--- config.mk ---
export PLATFORM = sky130hd
export DESIGN_NAME = sha256_block_hash_flat
export DESIGN_NICKNAME = d
export VERILOG_FILES = /design/src/rtl/core/sha256_pkg.sv /design/src/rtl/core/sha256_if.sv /design/src/rtl/core/sha256_front.sv /design/src/rtl/core/sha256_back.sv /design/src/rtl/core/sha256_block_hash.sv /design/src/flat_wrapper.sv
export SDC_FILE = /design/constraint.sdc
export NUM_CORES = 2
export LEC_CHECK = 0
export ABC_AREA = 1
export BUFFER_PORTS_ARGS = -buffer_cell sky130_fd_sc_hd__buf_2
export CAP_MARGIN = 20
export CORE_MARGIN = 1.5
export CORE_UTILIZATION = 35
export DETAILED_ROUTE_END_ITERATION = 16
export HOLD_SLACK_MARGIN = 0.03
export SLEW_MARGIN = 10
export SYNTH_ARGS = -nofsm -noshare
export SYNTH_HDL_FRONTEND = slang
export SYNTH_HIERARCHICAL = 1
export SYNTH_SLANG_ARGS = --single-unit
export TNS_END_PERCENT = 5
--- constraint.sdc ---
create_clock -name clk -period 35.8 [get_ports clk]
set_clock_uncertainty 0.1 [all_clocks]
set_input_delay 3.58 -clock clk [delete_from_list [all_inputs] [get_ports clk]]
set_output_delay 3.58 -clock clk [all_outputs]
set_load 0.01 [all_outputs]
--- src/rtl/core/sha256_pkg.sv ---
package sha256_pkg;

    typedef logic [31:0] word_t;

    localparam int unsigned BLOCK_WORDS = 16;
    localparam int unsigned CHAIN_WORDS = 8;
    localparam int unsigned ROUNDS      = 64;

    localparam word_t INIT_CHAIN [CHAIN_WORDS] = '{
        32'h6a09e667, 32'hbb67ae85, 32'h3c6ef372, 32'ha54ff53a,
        32'h510e527f, 32'h9b05688c, 32'h1f83d9ab, 32'h5be0cd19
    };

    localparam word_t ROUND_K [ROUNDS] = '{
        32'h428a2f98, 32'h71374491, 32'hb5c0fbcf, 32'he9b5dba5,
        32'h3956c25b, 32'h59f111f1, 32'h923f82a4, 32'hab1c5ed5,
        32'hd807aa98, 32'h12835b01, 32'h243185be, 32'h550c7dc3,
        32'h72be5d74, 32'h80deb1fe, 32'h9bdc06a7, 32'hc19bf174,
        32'he49b69c1, 32'hefbe4786, 32'h0fc19dc6, 32'h240ca1cc,
        32'h2de92c6f, 32'h4a7484aa, 32'h5cb0a9dc, 32'h76f988da,
        32'h983e5152, 32'ha831c66d, 32'hb00327c8, 32'hbf597fc7,
        32'hc6e00bf3, 32'hd5a79147, 32'h06ca6351, 32'h14292967,
        32'h27b70a85, 32'h2e1b2138, 32'h4d2c6dfc, 32'h53380d13,
        32'h650a7354, 32'h766a0abb, 32'h81c2c92e, 32'h92722c85,
        32'ha2bfe8a1, 32'ha81a664b, 32'hc24b8b70, 32'hc76c51a3,
        32'hd192e819, 32'hd6990624, 32'hf40e3585, 32'h106aa070,
        32'h19a4c116, 32'h1e376c08, 32'h2748774c, 32'h34b0bcb5,
        32'h391c0cb3, 32'h4ed8aa4a, 32'h5b9cca4f, 32'h682e6ff3,
        32'h748f82ee, 32'h78a5636f, 32'h84c87814, 32'h8cc70208,
        32'h90befffa, 32'ha4506ceb, 32'hbef9a3f7, 32'hc67178f2
    };

    // one block, zero-filled after the last byte, handed from front to back
    typedef struct packed {
        logic [BLOCK_WORDS-1:0][31:0] words;
        logic                         last;
    } block_job_t;

    function automatic word_t ror32(input word_t x, input int unsigned n);
        return (x >> n) | (x << (32 - n));
    endfunction

endpackage

--- src/rtl/core/sha256_if.sv ---
interface sha256_in_if;
    logic       valid;
    logic       ready;
    logic [7:0] data_byte;
    logic       end_of_message;
    modport source (output valid, output data_byte, output end_of_message, input ready);
    modport sink (input valid, input data_byte, input end_of_message, output ready);
endinterface

interface sha256_out_if;
    logic        valid;
    logic        ready;
    logic [31:0] digest_word;
    logic        digest_last;
    modport source (output valid, output digest_word, output digest_last, input ready);
    modport sink (input valid, input digest_word, input digest_last, output ready);
endinterface

--- src/rtl/core/sha256_front.sv ---
module sha256_front
    import sha256_pkg::*;
(
    input  logic       clk,
    input  logic       rst_n,
    sha256_in_if.sink  in_ch,
    output logic       job_valid,
    input  logic       job_ready,
    output block_job_t job
);

    logic [BLOCK_WORDS-1:0][31:0] words_reg;
    logic [BLOCK_WORDS-1:0][31:0] words_next;
    logic [5:0] pos_reg;
    logic [5:0] pos_next;
    logic       job_valid_reg;
    logic       job_valid_next;
    block_job_t job_reg;
    block_job_t job_next;
    logic       fire;
    logic       close;
    logic [3:0] widx;
    logic [1:0] bidx;

    assign in_ch.ready = !job_valid_reg || job_ready;
    assign fire = in_ch.valid && in_ch.ready;
    assign widx = pos_reg[5:2];
    assign bidx = pos_reg[1:0];
    assign close = fire && (in_ch.end_of_message || pos_reg == 6'd63);

    always_comb
    begin
        words_next = words_reg;
        pos_next = pos_reg;
        job_valid_next = job_valid_reg && !job_ready;
        job_next = job_reg;
        if (fire)
        begin
            // clear word on first byte
            if (bidx == 2'd0)
            begin
                words_next[widx] = '0;
            end
            words_next[widx][8*(3-bidx) +: 8] = in_ch.data_byte;
            pos_next = in_ch.end_of_message ? 6'd0 : pos_reg + 6'd1;
            if (close)
            begin
                for (int k = 0; k < BLOCK_WORDS; k++)
                begin
                    job_next.words[k] = (k > widx) ? 32'd0 : words_next[k];
                end
                job_next.last = in_ch.end_of_message;
                job_valid_next = 1'b1;
            end
        end
    end

    always_ff @(posedge clk or negedge rst_n)
    begin
        if (!rst_n)
        begin
            pos_reg <= '0;
            job_valid_reg <= 1'b0;
        end
        else
        begin
            pos_reg <= pos_next;
            job_valid_reg <= job_valid_next;
        end
    end

    always_ff @(posedge clk)
    begin
        words_reg <= words_next;
        job_reg <= job_next;
    end

    assign job_valid = job_valid_reg;
    assign job = job_reg;

    a_pos_reset: assert property (@(posedge clk) disable iff (!rst_n)
        fire && in_ch.end_of_message |=> pos_reg == 6'd0)
        else $error("position not cleared after last byte");
    a_hold_job: assert property (@(posedge clk) disable iff (!rst_n)
        job_valid_reg && !job_ready |=> job_valid_reg && $stable(job_reg))
        else $error("pending block lost");
    a_no_take: assert property (@(posedge clk) disable iff (!rst_n)
        job_valid_reg && !job_ready |-> !in_ch.ready)
        else $error("byte taken while block pending");

endmodule

--- src/rtl/core/sha256_back.sv ---
module sha256_back
    import sha256_pkg::*;
(
    input  logic        clk,
    input  logic        rst_n,
    input  logic        job_valid,
    output logic        job_ready,
    input  block_job_t  job,
    sha256_out_if.source out_ch
);

    typedef enum logic [3:0] {
        ST_IDLE  = 4'b0001,
        ST_ROUND = 4'b0010,
        ST_ADD   = 4'b0100,
        ST_EMIT  = 4'b1000
    } state_t;

    state_t state_reg;
    state_t state_next;
    word_t  chain_reg [CHAIN_WORDS];
    word_t  v_reg [CHAIN_WORDS];
    word_t  w_reg [BLOCK_WORDS];
    logic [5:0] rnd_reg;
    logic [2:0] emit_reg;
    logic       last_reg;
    logic       out_valid_reg;
    word_t      out_word_reg;
    logic       out_last_reg;
    word_t      s0;
    word_t      s1;
    word_t      wnew;
    word_t      t1;
    word_t      t2;
    word_t      big0;
    word_t      big1;
    word_t      ch;
    word_t      maj;
    logic       out_free;

    assign job_ready = (state_reg == ST_IDLE);
    assign out_free = !out_valid_reg || out_ch.ready;

    always_comb
    begin
        s0 = ror32(w_reg[1], 7) ^ ror32(w_reg[1], 18) ^ (w_reg[1] >> 3);
        s1 = ror32(w_reg[14], 17) ^ ror32(w_reg[14], 19) ^ (w_reg[14] >> 10);
        wnew = s1 + w_reg[9] + s0 + w_reg[0];
        big1 = ror32(v_reg[4], 6) ^ ror32(v_reg[4], 11) ^ ror32(v_reg[4], 25);
        ch = (v_reg[4] & v_reg[5]) ^ (~v_reg[4] & v_reg[6]);
        t1 = v_reg[7] + big1 + ch + ROUND_K[rnd_reg] + w_reg[0];
        big0 = ror32(v_reg[0], 2) ^ ror32(v_reg[0], 13) ^ ror32(v_reg[0], 22);
        maj = (v_reg[0] & v_reg[1]) ^ (v_reg[0] & v_reg[2]) ^ (v_reg[1] & v_reg[2]);
        t2 = big0 + maj;
    end

    always_comb
    begin
        state_next = state_reg;
        case (state_reg)
            ST_IDLE:  if (job_valid) state_next = ST_ROUND;
            ST_ROUND: if (rnd_reg == 6'd63) state_next = ST_ADD;
            ST_ADD:   state_next = last_reg ? ST_EMIT : ST_IDLE;
            ST_EMIT:  if (out_free && emit_reg == 3'd7) state_next = ST_IDLE;
            default:  state_next = ST_IDLE;
        endcase
    end

    always_ff @(posedge clk or negedge rst_n)
    begin
        if (!rst_n)
        begin
            state_reg <= ST_IDLE;
            rnd_reg <= '0;
            emit_reg <= '0;
            out_valid_reg <= 1'b0;
            for (int k = 0; k < CHAIN_WORDS; k++)
            begin
                chain_reg[k] <= INIT_CHAIN[k];
            end
        end
        else
        begin
            state_reg <= state_next;
            if (state_reg == ST_EMIT && out_free)
            begin
                out_valid_reg <= 1'b1;
            end
            else if (out_ch.ready)
            begin
                out_valid_reg <= 1'b0;
            end
            case (state_reg)
                ST_IDLE:
                begin
                    rnd_reg <= '0;
                    emit_reg <= '0;
                end
                ST_ROUND:
                begin
                    rnd_reg <= rnd_reg + 6'd1;
                end
                ST_ADD:
                begin
                    for (int k = 0; k < CHAIN_WORDS; k++)
                    begin
                        chain_reg[k] <= chain_reg[k] + v_reg[k];
                    end
                end
                ST_EMIT:
                begin
                    if (out_free)
                    begin
                        emit_reg <= emit_reg + 3'd1;
                        if (emit_reg == 3'd7)
                        begin
                            for (int k = 0; k < CHAIN_WORDS; k++)
                            begin
                                chain_reg[k] <= INIT_CHAIN[k];
                            end
                        end
                    end
                end
                default:
                begin
                end
            endcase
        end
    end

    always_ff @(posedge clk)
    begin
        if (state_reg == ST_IDLE && job_valid)
        begin
            for (int k = 0; k < BLOCK_WORDS; k++)
            begin
                w_reg[k] <= job.words[k];
            end
            for (int k = 0; k < CHAIN_WORDS; k++)
            begin
                v_reg[k] <= chain_reg[k];
            end
            last_reg <= job.last;
        end
        else if (state_reg == ST_ROUND)
        begin
            for (int k = 0; k < BLOCK_WORDS - 1; k++)
            begin
                w_reg[k] <= w_reg[k+1];
            end
            w_reg[BLOCK_WORDS-1] <= wnew;
            v_reg[7] <= v_reg[6];
            v_reg[6] <= v_reg[5];
            v_reg[5] <= v_reg[4];
            v_reg[4] <= v_reg[3] + t1;
            v_reg[3] <= v_reg[2];
            v_reg[2] <= v_reg[1];
            v_reg[1] <= v_reg[0];
            v_reg[0] <= t1 + t2;
        end
        if (state_reg == ST_EMIT && out_free)
        begin
            out_word_reg <= chain_reg[emit_reg];
            out_last_reg <= (emit_reg == 3'd7);
        end
    end

    assign out_ch.valid = out_valid_reg;
    assign out_ch.digest_word = out_word_reg;
    assign out_ch.digest_last = out_last_reg;

    a_round_count: assert property (@(posedge clk) disable iff (!rst_n)
        state_reg == ST_ROUND && rnd_reg == 6'd63 |=> state_reg == ST_ADD)
        else $error("round count off");
    a_out_hold: assert property (@(posedge clk) disable iff (!rst_n)
        out_valid_reg && !out_ch.ready |=> out_valid_reg && $stable(out_word_reg))
        else $error("result dropped");
    a_emit_only: assert property (@(posedge clk) disable iff (!rst_n)
        $rose(out_valid_reg) |-> $past(state_reg) == ST_EMIT)
        else $error("result outside emit");

endmodule

--- src/rtl/core/sha256_block_hash.sv ---
// channel | dir | payload
// in_ch   | in  | data_byte[7:0], end_of_message
// out_ch  | out | digest_word[31:0], digest_last
// one byte per cycle unless a closed block is pending and the back end is not idle
// each closed block: load, 64 rounds on one round unit, add into the chain
// last byte adds 8 digest transactions, one per cycle when out_ch is ready
// front holds one closed block; bytes stall only while it waits on a busy back end
// async reset loads the initial hash values and clears the byte position
module sha256_block_hash
    import sha256_pkg::*;
(
    input  logic         clk,
    input  logic         rst_n,
    sha256_in_if.sink    in_ch,
    sha256_out_if.source out_ch
);

    logic       job_valid;
    logic       job_ready;
    block_job_t job;

    sha256_front u_front (
        .clk       (clk),
        .rst_n     (rst_n),
        .in_ch     (in_ch),
        .job_valid (job_valid),
        .job_ready (job_ready),
        .job       (job)
    );

    sha256_back u_back (
        .clk       (clk),
        .rst_n     (rst_n),
        .job_valid (job_valid),
        .job_ready (job_ready),
        .job       (job),
        .out_ch    (out_ch)
    );

endmodule

--- src/flat_wrapper.sv ---
// flat-port wrapper written by rule: the top's interface ports become plain ports
module sha256_block_hash_flat import sha256_pkg::*;
  (clk, rst_n, in_ch_valid, in_ch_data_byte, in_ch_end_of_message, in_ch_ready, out_ch_valid, out_ch_digest_word, out_ch_digest_last, out_ch_ready);
  sha256_in_if in_ch_i ();
  sha256_out_if out_ch_i ();
  input  logic clk;
  input  logic rst_n;
  input wire logic [$bits(in_ch_i.valid)-1:0] in_ch_valid;
  input wire logic [$bits(in_ch_i.data_byte)-1:0] in_ch_data_byte;
  input wire logic [$bits(in_ch_i.end_of_message)-1:0] in_ch_end_of_message;
  output wire logic [$bits(in_ch_i.ready)-1:0] in_ch_ready;
  output wire logic [$bits(out_ch_i.valid)-1:0] out_ch_valid;
  output wire logic [$bits(out_ch_i.digest_word)-1:0] out_ch_digest_word;
  output wire logic [$bits(out_ch_i.digest_last)-1:0] out_ch_digest_last;
  input wire logic [$bits(out_ch_i.ready)-1:0] out_ch_ready;
  assign in_ch_i.valid = in_ch_valid;
  assign in_ch_i.data_byte = in_ch_data_byte;
  assign in_ch_i.end_of_message = in_ch_end_of_message;
  assign in_ch_ready = in_ch_i.ready;
  assign out_ch_valid = out_ch_i.valid;
  assign out_ch_digest_word = out_ch_i.digest_word;
  assign out_ch_digest_last = out_ch_i.digest_last;
  assign out_ch_i.ready = out_ch_ready;
  sha256_block_hash u_core (.clk(clk), .rst_n(rst_n), .in_ch(in_ch_i), .out_ch(out_ch_i));
endmodule
# Word level (Yosys, flattened, before mapping)
# Memories as Yosys holds them, arrays and structs flattened.
# Index checks and enable logic that the tools add are counted.
# Widths: inputs -> output; s select.
# word_totals
ramBits	768
romBits	2048
reg_bits	1336
input_bits	13
memories	3
output_inout_bits	35
# classes
shift	2
n_addsub	23
n_mux	57
n_eq_ne	12
magnitude_cmp	19
n_bitwise	55
n_reduce_logical	22
# mem_list
memory	depth	word_bits	read_ports	rd_ports_with_merged_regs	wr	line_no	source
(no name shown)	64	32	1	0	0	sha256_back.sv:51	t1 = v_reg[7] + big1 + ch + ROUND_K[rnd_reg] + w_reg[0];
u_core.u_back.w_reg	16	32	16	0	16	sha256_back.sv:23	word_t w_reg [BLOCK_WORDS];
u_core.u_back.v_reg	8	32	8	0	8	sha256_back.sv:22	word_t v_reg [CHAIN_WORDS];
# op_table
op	count
$mux 512	2
$mux 32	30
$add 32x32->32	18
$and 512x512->512	1
$bwmux 512	1
$mux 256	2
$not 512->512	1
$pmux 256 s2	1
$xor 32x32->32	9
$demux 32 s4	2
$and 32x32->32	5
$bmux 32 s3	1
$neg 32->34	1
$shift 8x34->32 const A	1
$shiftx 8x34->32	1
$gt 4x4->1 const A	8
$not 32->32	1
$or 10x32->32	1
$or 13x32->32	1
$or 14x32->32	1
$or 15x32->32	1
$or 19x32->32	1
$or 21x32->32	1
$or 25x32->32	1
40 further kinds	98

# Longest topological paths before layout
# depth
depth_word	9
ltp_mapped	43
ltp_nobuf	42

# Hierarchy
# The synthesis kept the hierarchy.
# modules_own_cells
mod	seq_area_each_um2	cells_each	area_each_um2	instances
sha256_back	31011.0	9908	77692.0	1
sha256_front	30954.7	3686	42655.9	1

# Worst setup path before layout
# OpenSTA, ideal clock, no wires.
# synth_path
kind	input port to flip-flop
start	in in_ch_valid
end	reg u_core.u_front.job_reg, in the netlist u_core/u_front/job[0], enable pin
path_slack_ns	3.921
required_ns	34.799
cell_stages	5
setup_time_ns	0.901
t_arrival_ns	30.877
cell_sequence	nand2_1 > inv_1 > clkbuf_1 > nand4_1 > nand2_1
# synth_via
elab_chain_len	3
# synth_lines
element	line_no	source
start: declaration	flat_wrapper.sv:8	input wire logic [$bits(in_ch_i.valid)-1:0] in_ch_valid;
$logic_and 1x1->1 *	sha256_front.sv:26	assign fire = in_ch.valid && in_ch.ready;
via u_core.u_front.fire	sha256_front.sv:20	logic fire;
$logic_and 1x1->1	sha256_front.sv:29	assign close = fire && (in_ch.end_of_message || pos_reg == 6'd63);
$reduce_and 2->1 (no line) *	--	
end signal: assignment	sha256_front.sv:75	job_reg <= job_next;
end: declaration	sha256_front.sv:18	block_job_t job_reg;
# Mark *: on every way through the listed nets, which the timed path passes. The rest lies on a longest branch.
# A chain may end at the register's enable or synchronous reset.

==> results by stage <==
STA:
- Setup repair after global routing left no endpoint under its margin.
- After layout, the worst setup slack is about 27000 ps.
- The share of the clock period used by the worst path after layout is 24.43%.
- The count of final setup violators is 0.
- Measured against its own limit, the worst slew margin works out to approximately 13%.
- The top achievable clock speed is ~110 MHz.
- The count of final max-slew check failures was 0.
- The hold violation count in the final report was 0.
- The post-layout minimum cycle time is between 8000 and 9000 ps.
- At the pin with the least slew margin, the transition time is approximately 1300 ps.
- The total negative slack for setup checks is 0 ps.

Setup path:
- On the worst path, the slowest cell contributes a delay of 790 ps.
- Data on the critical path is required at its endpoint by 36330 ps.
- In this run the worst path has a maximum fanout of 16.
- The worst register-to-register path begins at u_core/u_back/rnd_reg[0]$_DFFE_PN0P_.
- The number of cells on the worst reg-to-reg path is 37.
- The slowest stage of the critical path is the sky130_fd_sc_hd__dfrtp_1 cell.
- The origin of the worst setup path is u_core/u_back/rnd_reg[0]$_DFFE_PN0P_.
- STA classifies the critical path endpoint as a register.
- The internal reg-to-reg setup slack is about 27000 ps.
- The most repeated library cell on the critical path is sky130_fd_sc_hd__inv_1.
- The setup path with the least slack is of type register to register.
- STA puts the critical path data arrival time at 9280 ps.
- The startpoint kind of the worst setup timing path is a register.
- The reg-to-reg critical path endpoint is u_core/u_back/v_reg[0][21]$_DFFE_PP_.

Finish:
- The final non-filler cell area is around 130000 sq um.
- The net count of the finished layout is 14140.
- The library cell used most frequently in the layout, excluding fill and tap cells, is sky130_fd_sc_hd__nand2_1.
- In the layout the commonest cells are sky130_fd_sc_hd__nand2_1 (4217), sky130_fd_sc_hd__edfxtp_1 (1827), sky130_fd_sc_hd__inv_1 (1465).
- Of the cells placed in the final design, the portion with a size suffix greater than 1 is ~6.5%.
- The final non-filler cell total is between 15000 and 20000.
- The area growth from synthesis to layout is 10.77%.
- The register with the most flip-flops in the layout has about 500 of them.
- Fill cells in the final layout number 34670.

Logic synthesis:
- The average instance area after synthesis is around 8.9 sq um.
- The share of synthesized area in the top cell type comes to between 40 and 50%.
- The number of distinct library cell variants in the gate-level netlist after synthesis is 73.
- The register bit total from synthesis is approximately 2100.
- The sequential element share of the synthesized area is about 51%.
- The gate count after technology mapping is about 14000.
- The most common flop cell mapped by yosys is sky130_fd_sc_hd__edfxtp_1.
- The number of warnings issued by yosys is 6.
- After synthesis the cells add up to around 120000 sq um.
- By area the synthesized netlist is led by sky130_fd_sc_hd__edfxtp_1 (46%), sky130_fd_sc_hd__nand2_1 (13%), sky130_fd_sc_hd__inv_1 (4.6%).
- In the synthesized netlist the async set-or-reset flop fraction comes to around an eighth.
- sky130_fd_sc_hd__edfxtp_1 takes more of the synthesized area than any other cell.
- Yosys mapped a number of flops with a built-in enable equal to 1827.
- The net count of the mapped netlist is between 10000 and 15000.

Clock network:
- Buffers inserted during clock tree synthesis total 237.
- After clock tree synthesis, the clock-pin slew on the worst setup and hold paths is roughly 60 ps.
- Once the clock tree was built, the setup fixing pass inserted 0 buffers.
- The CTS tree is built.
- The clock root buffer master is sky130_fd_sc_hd__clkbuf_16.
- The H-tree was split into 4 levels.
- The clock insertion delay at the later pin of the skew report is just under 1000 ps.
- The count of clock tree sinks is between 2000 and 2500.
- The longest clock path from root to sink contains 4 buffers.
- In this run, post-CTS repair resized a total of 0 instances.
- In this run, post-CTS hold repair placed 0 buffers.

Power and ir drop:
- The worst supply voltage drop on vdd is ~0.058 mV.
- The sequential cell fraction of total power is a little under half.
- Combinational logic is responsible for between 10% and 20% of the overall power.
- The power density relative to cell area is approximately 43 nW/um^2.
- Summed over all cells, the static leakage comes to ~0.058 uW.
- The share of total power in the clock network is a little over two fifths.
- Cell internal power was estimated by the tool at around 4200 uW.
- In this run the power spent charging and discharging nets is between 1500 and 2000 uW.
- The switching fraction of total power is around 27%.

Routing:
- The iteration count of the initial detailed-routing pass is 6.
- In the routed layout, each cell is associated on average with a via count of 5.405.
- The number of DRC markers after the initial detailed-route iteration is 10900.
- The remaining antenna violation count after routing is 0.
- The total DRC errors in the routed layout is 0.
- Wires add up to around 460 mm.
- Detailed routing inserted a total of between 90000 and 100k vias.
- In the final routed layout, each cell accounts on average for ~25 microns.

Worst hold path:
- In this run the most critical hold path is launched from u_core/u_front/job[0]$_DFFE_PP_.
- The end point of the worst hold path is u_core/u_back/last_reg$_DFFE_PP_.
- The tightest min-delay check is of the register to register type.
- The worst hold path was traced through 0 stages.

Placed design:
- Prior to clock tree synthesis, the placed netlist has a worst setup slack of roughly 27000 ps.
- The number of cells in the design after placement is ~18000.
- Port buffering added 47 buffers.
- The standard cell area after detailed placement is 125700 sq um.
- The placed wire-length estimate is around 340 mm.
- The global placement routability congestion is about 1.

Run:
- The number of maximum-capacitance violations is 0.

Floorplan:
- The core outline area is roughly 340000 sq um.
- The die footprint is 347400 sq um.
- The horizontal extent of the die is 589.4 microns.
- The effective utilization at floorplan is 35.12%.
- The die height is 589.4 microns.
- The floorplan row count is 215.
- Pin placement for this block handled 48 I/O pins.

Global route:
- The via count of the first global-routing pass is ~93000.
- Global routing finished with a remaining overflow of 0.
- Global routing used a little over a quarter of the available tracks across all layers.
- Entering global routing, the biggest net connects 163 pins.
- The first global-routing pass estimated ~660 mm of wire.
- The initial antenna violation count was 17.

Run status:
- The run finished with clean final reports.
[routing by layer]
layer / GRT usage, % / up-vias / wire, microns
met5: 0 / - / 65
met4: 12.58 / 10 / 26150
met3: 4.063 / 877 / 36940
met2: 42.74 / 4533 / 215700
met1: 33.68 / 47860 / 186000
li1: - / 45530 / -
[worst max-delay path by stage]
| stage | cells past startpoint | to | slack [ps] |
|---|---|---|---|
| 2_1_floorplan | 5 | u_core/u_front/job[0]$_DFFE_PP_ | 3920 |
| 3_3_place_gp | 37 | u_core/u_back/v_reg[0][21]$_DFFE_PP_ | 27270 |
| 3_5_place_dp | 37 | u_core/u_back/v_reg[0][21]$_DFFE_PP_ | 27220 |
| 4_1_cts | 37 | u_core/u_back/v_reg[0][21]$_DFFE_PP_ | 27200 |
| 5_1_grt | 37 | u_core/u_back/v_reg[0][21]$_DFFE_PP_ | 26540 |
| 6_report | 37 | u_core/u_back/v_reg[0][21]$_DFFE_PP_ | 27050 |
[synthesized netlist by cell type, types with 20 or more instances]
library cell	n
sky130_fd_sc_hd__nand2_1	4221
sky130_fd_sc_hd__edfxtp_1	1827
sky130_fd_sc_hd__inv_1	1469
sky130_fd_sc_hd__a21oi_1	1029
sky130_fd_sc_hd__o21ai_0	925
sky130_fd_sc_hd__nand3_1	724
sky130_fd_sc_hd__nor2_1	693
sky130_fd_sc_hd__ha_1	403
sky130_fd_sc_hd__clkbuf_1	346
sky130_fd_sc_hd__xor2_1	206
sky130_fd_sc_hd__fa_1	197
sky130_fd_sc_hd__xnor2_1	171
sky130_fd_sc_hd__dfrtp_1	140
sky130_fd_sc_hd__dfstp_2	137
sky130_fd_sc_hd__buf_2	128
sky130_fd_sc_hd__o22ai_1	125
sky130_fd_sc_hd__a31oi_1	86
sky130_fd_sc_hd__nor3_1	76
sky130_fd_sc_hd__nand4_1	63
sky130_fd_sc_hd__a21o_1	61
sky130_fd_sc_hd__o21bai_1	59
sky130_fd_sc_hd__inv_2	47
sky130_fd_sc_hd__o21ai_1	42
sky130_fd_sc_hd__buf_4	25
sky130_fd_sc_hd__o221ai_1	23
sky130_fd_sc_hd__a21boi_0	22
sky130_fd_sc_hd__buf_1	22
sky130_fd_sc_hd__nand3b_1	21
sky130_fd_sc_hd__o211ai_1	21
sky130_fd_sc_hd__nor4_1	20
sky130_fd_sc_hd__o21a_1	20
[kinds of logic (layout without fill, tap and decap cells)]
group | Yosys count | count (layout) | share of synthesized area [%]
and+or+nand+nor | 5916 | 5916 | 20.00
adders and majority gates | 601 | 601 | 7.475
AOI/OAI and AO/OA | 2546 | 2546 | 11.65
other | 0 | 9 | 0
buffers and inverters | 2049 | 2169 | 6.622
xor gates and xnor gates | 378 | 378 | 2.757
DFF | 2104 | 2104 | 51.49
[power groups by stage]
stage / clock network (uW) / logic, uW / registers, uW
global placement: 0 / 555 / 2810
CTS: 2470 / 564 / 2760
finish: 2430 / 576 / 2760
detailed placement: 0 / 563 / 2810
global route: 2560 / 593 / 2770
floorplan: 0 / 270 / 2850
[critical path, delay by kind of cell, from the launching register on]
kind                       cells  cell delay [ps]
AOI/OAI and AO/OA              9             1690
xor gates and xnor gates       1              330
adders and majority gates      6             2410
buffers and inverters          7              970
DFF                            1              790
and+or+nand+nor               14             2170
[stage by stage]
stage          hold slack, ps  utilization, %  total power [uW]
6_report                367.7           38.90              5774
2_1_floorplan           300.3               -              3117
4_1_cts                 365.6           38.89              5802
3_3_place_gp            352.5           36.66              3367
3_5_place_dp            354.7           36.68              3376
5_1_grt                 389.1           38.89              5920
[final cells by class]
| cell class | count | area [sq um] | share of cell area, % |
|---|---|---|---|
| multi-input cells | 9441 | 50640 | 37.99 |
| clock buffers | 302 | 6269 | 4.702 |
| clock inverters | 127 | 1311 | 0.9836 |
| well taps | 4557 | 5702 | 4.277 |
| inverters | 1524 | 5746 | 4.310 |
| flip-flops and latches | 2104 | 61970 | 46.49 |
| diodes | 9 | 22.52 | 0.01689 |
| repair buffers | 216 | 1650 | 1.238 |
Note: power is estimated with default switching activity, not from simulation.
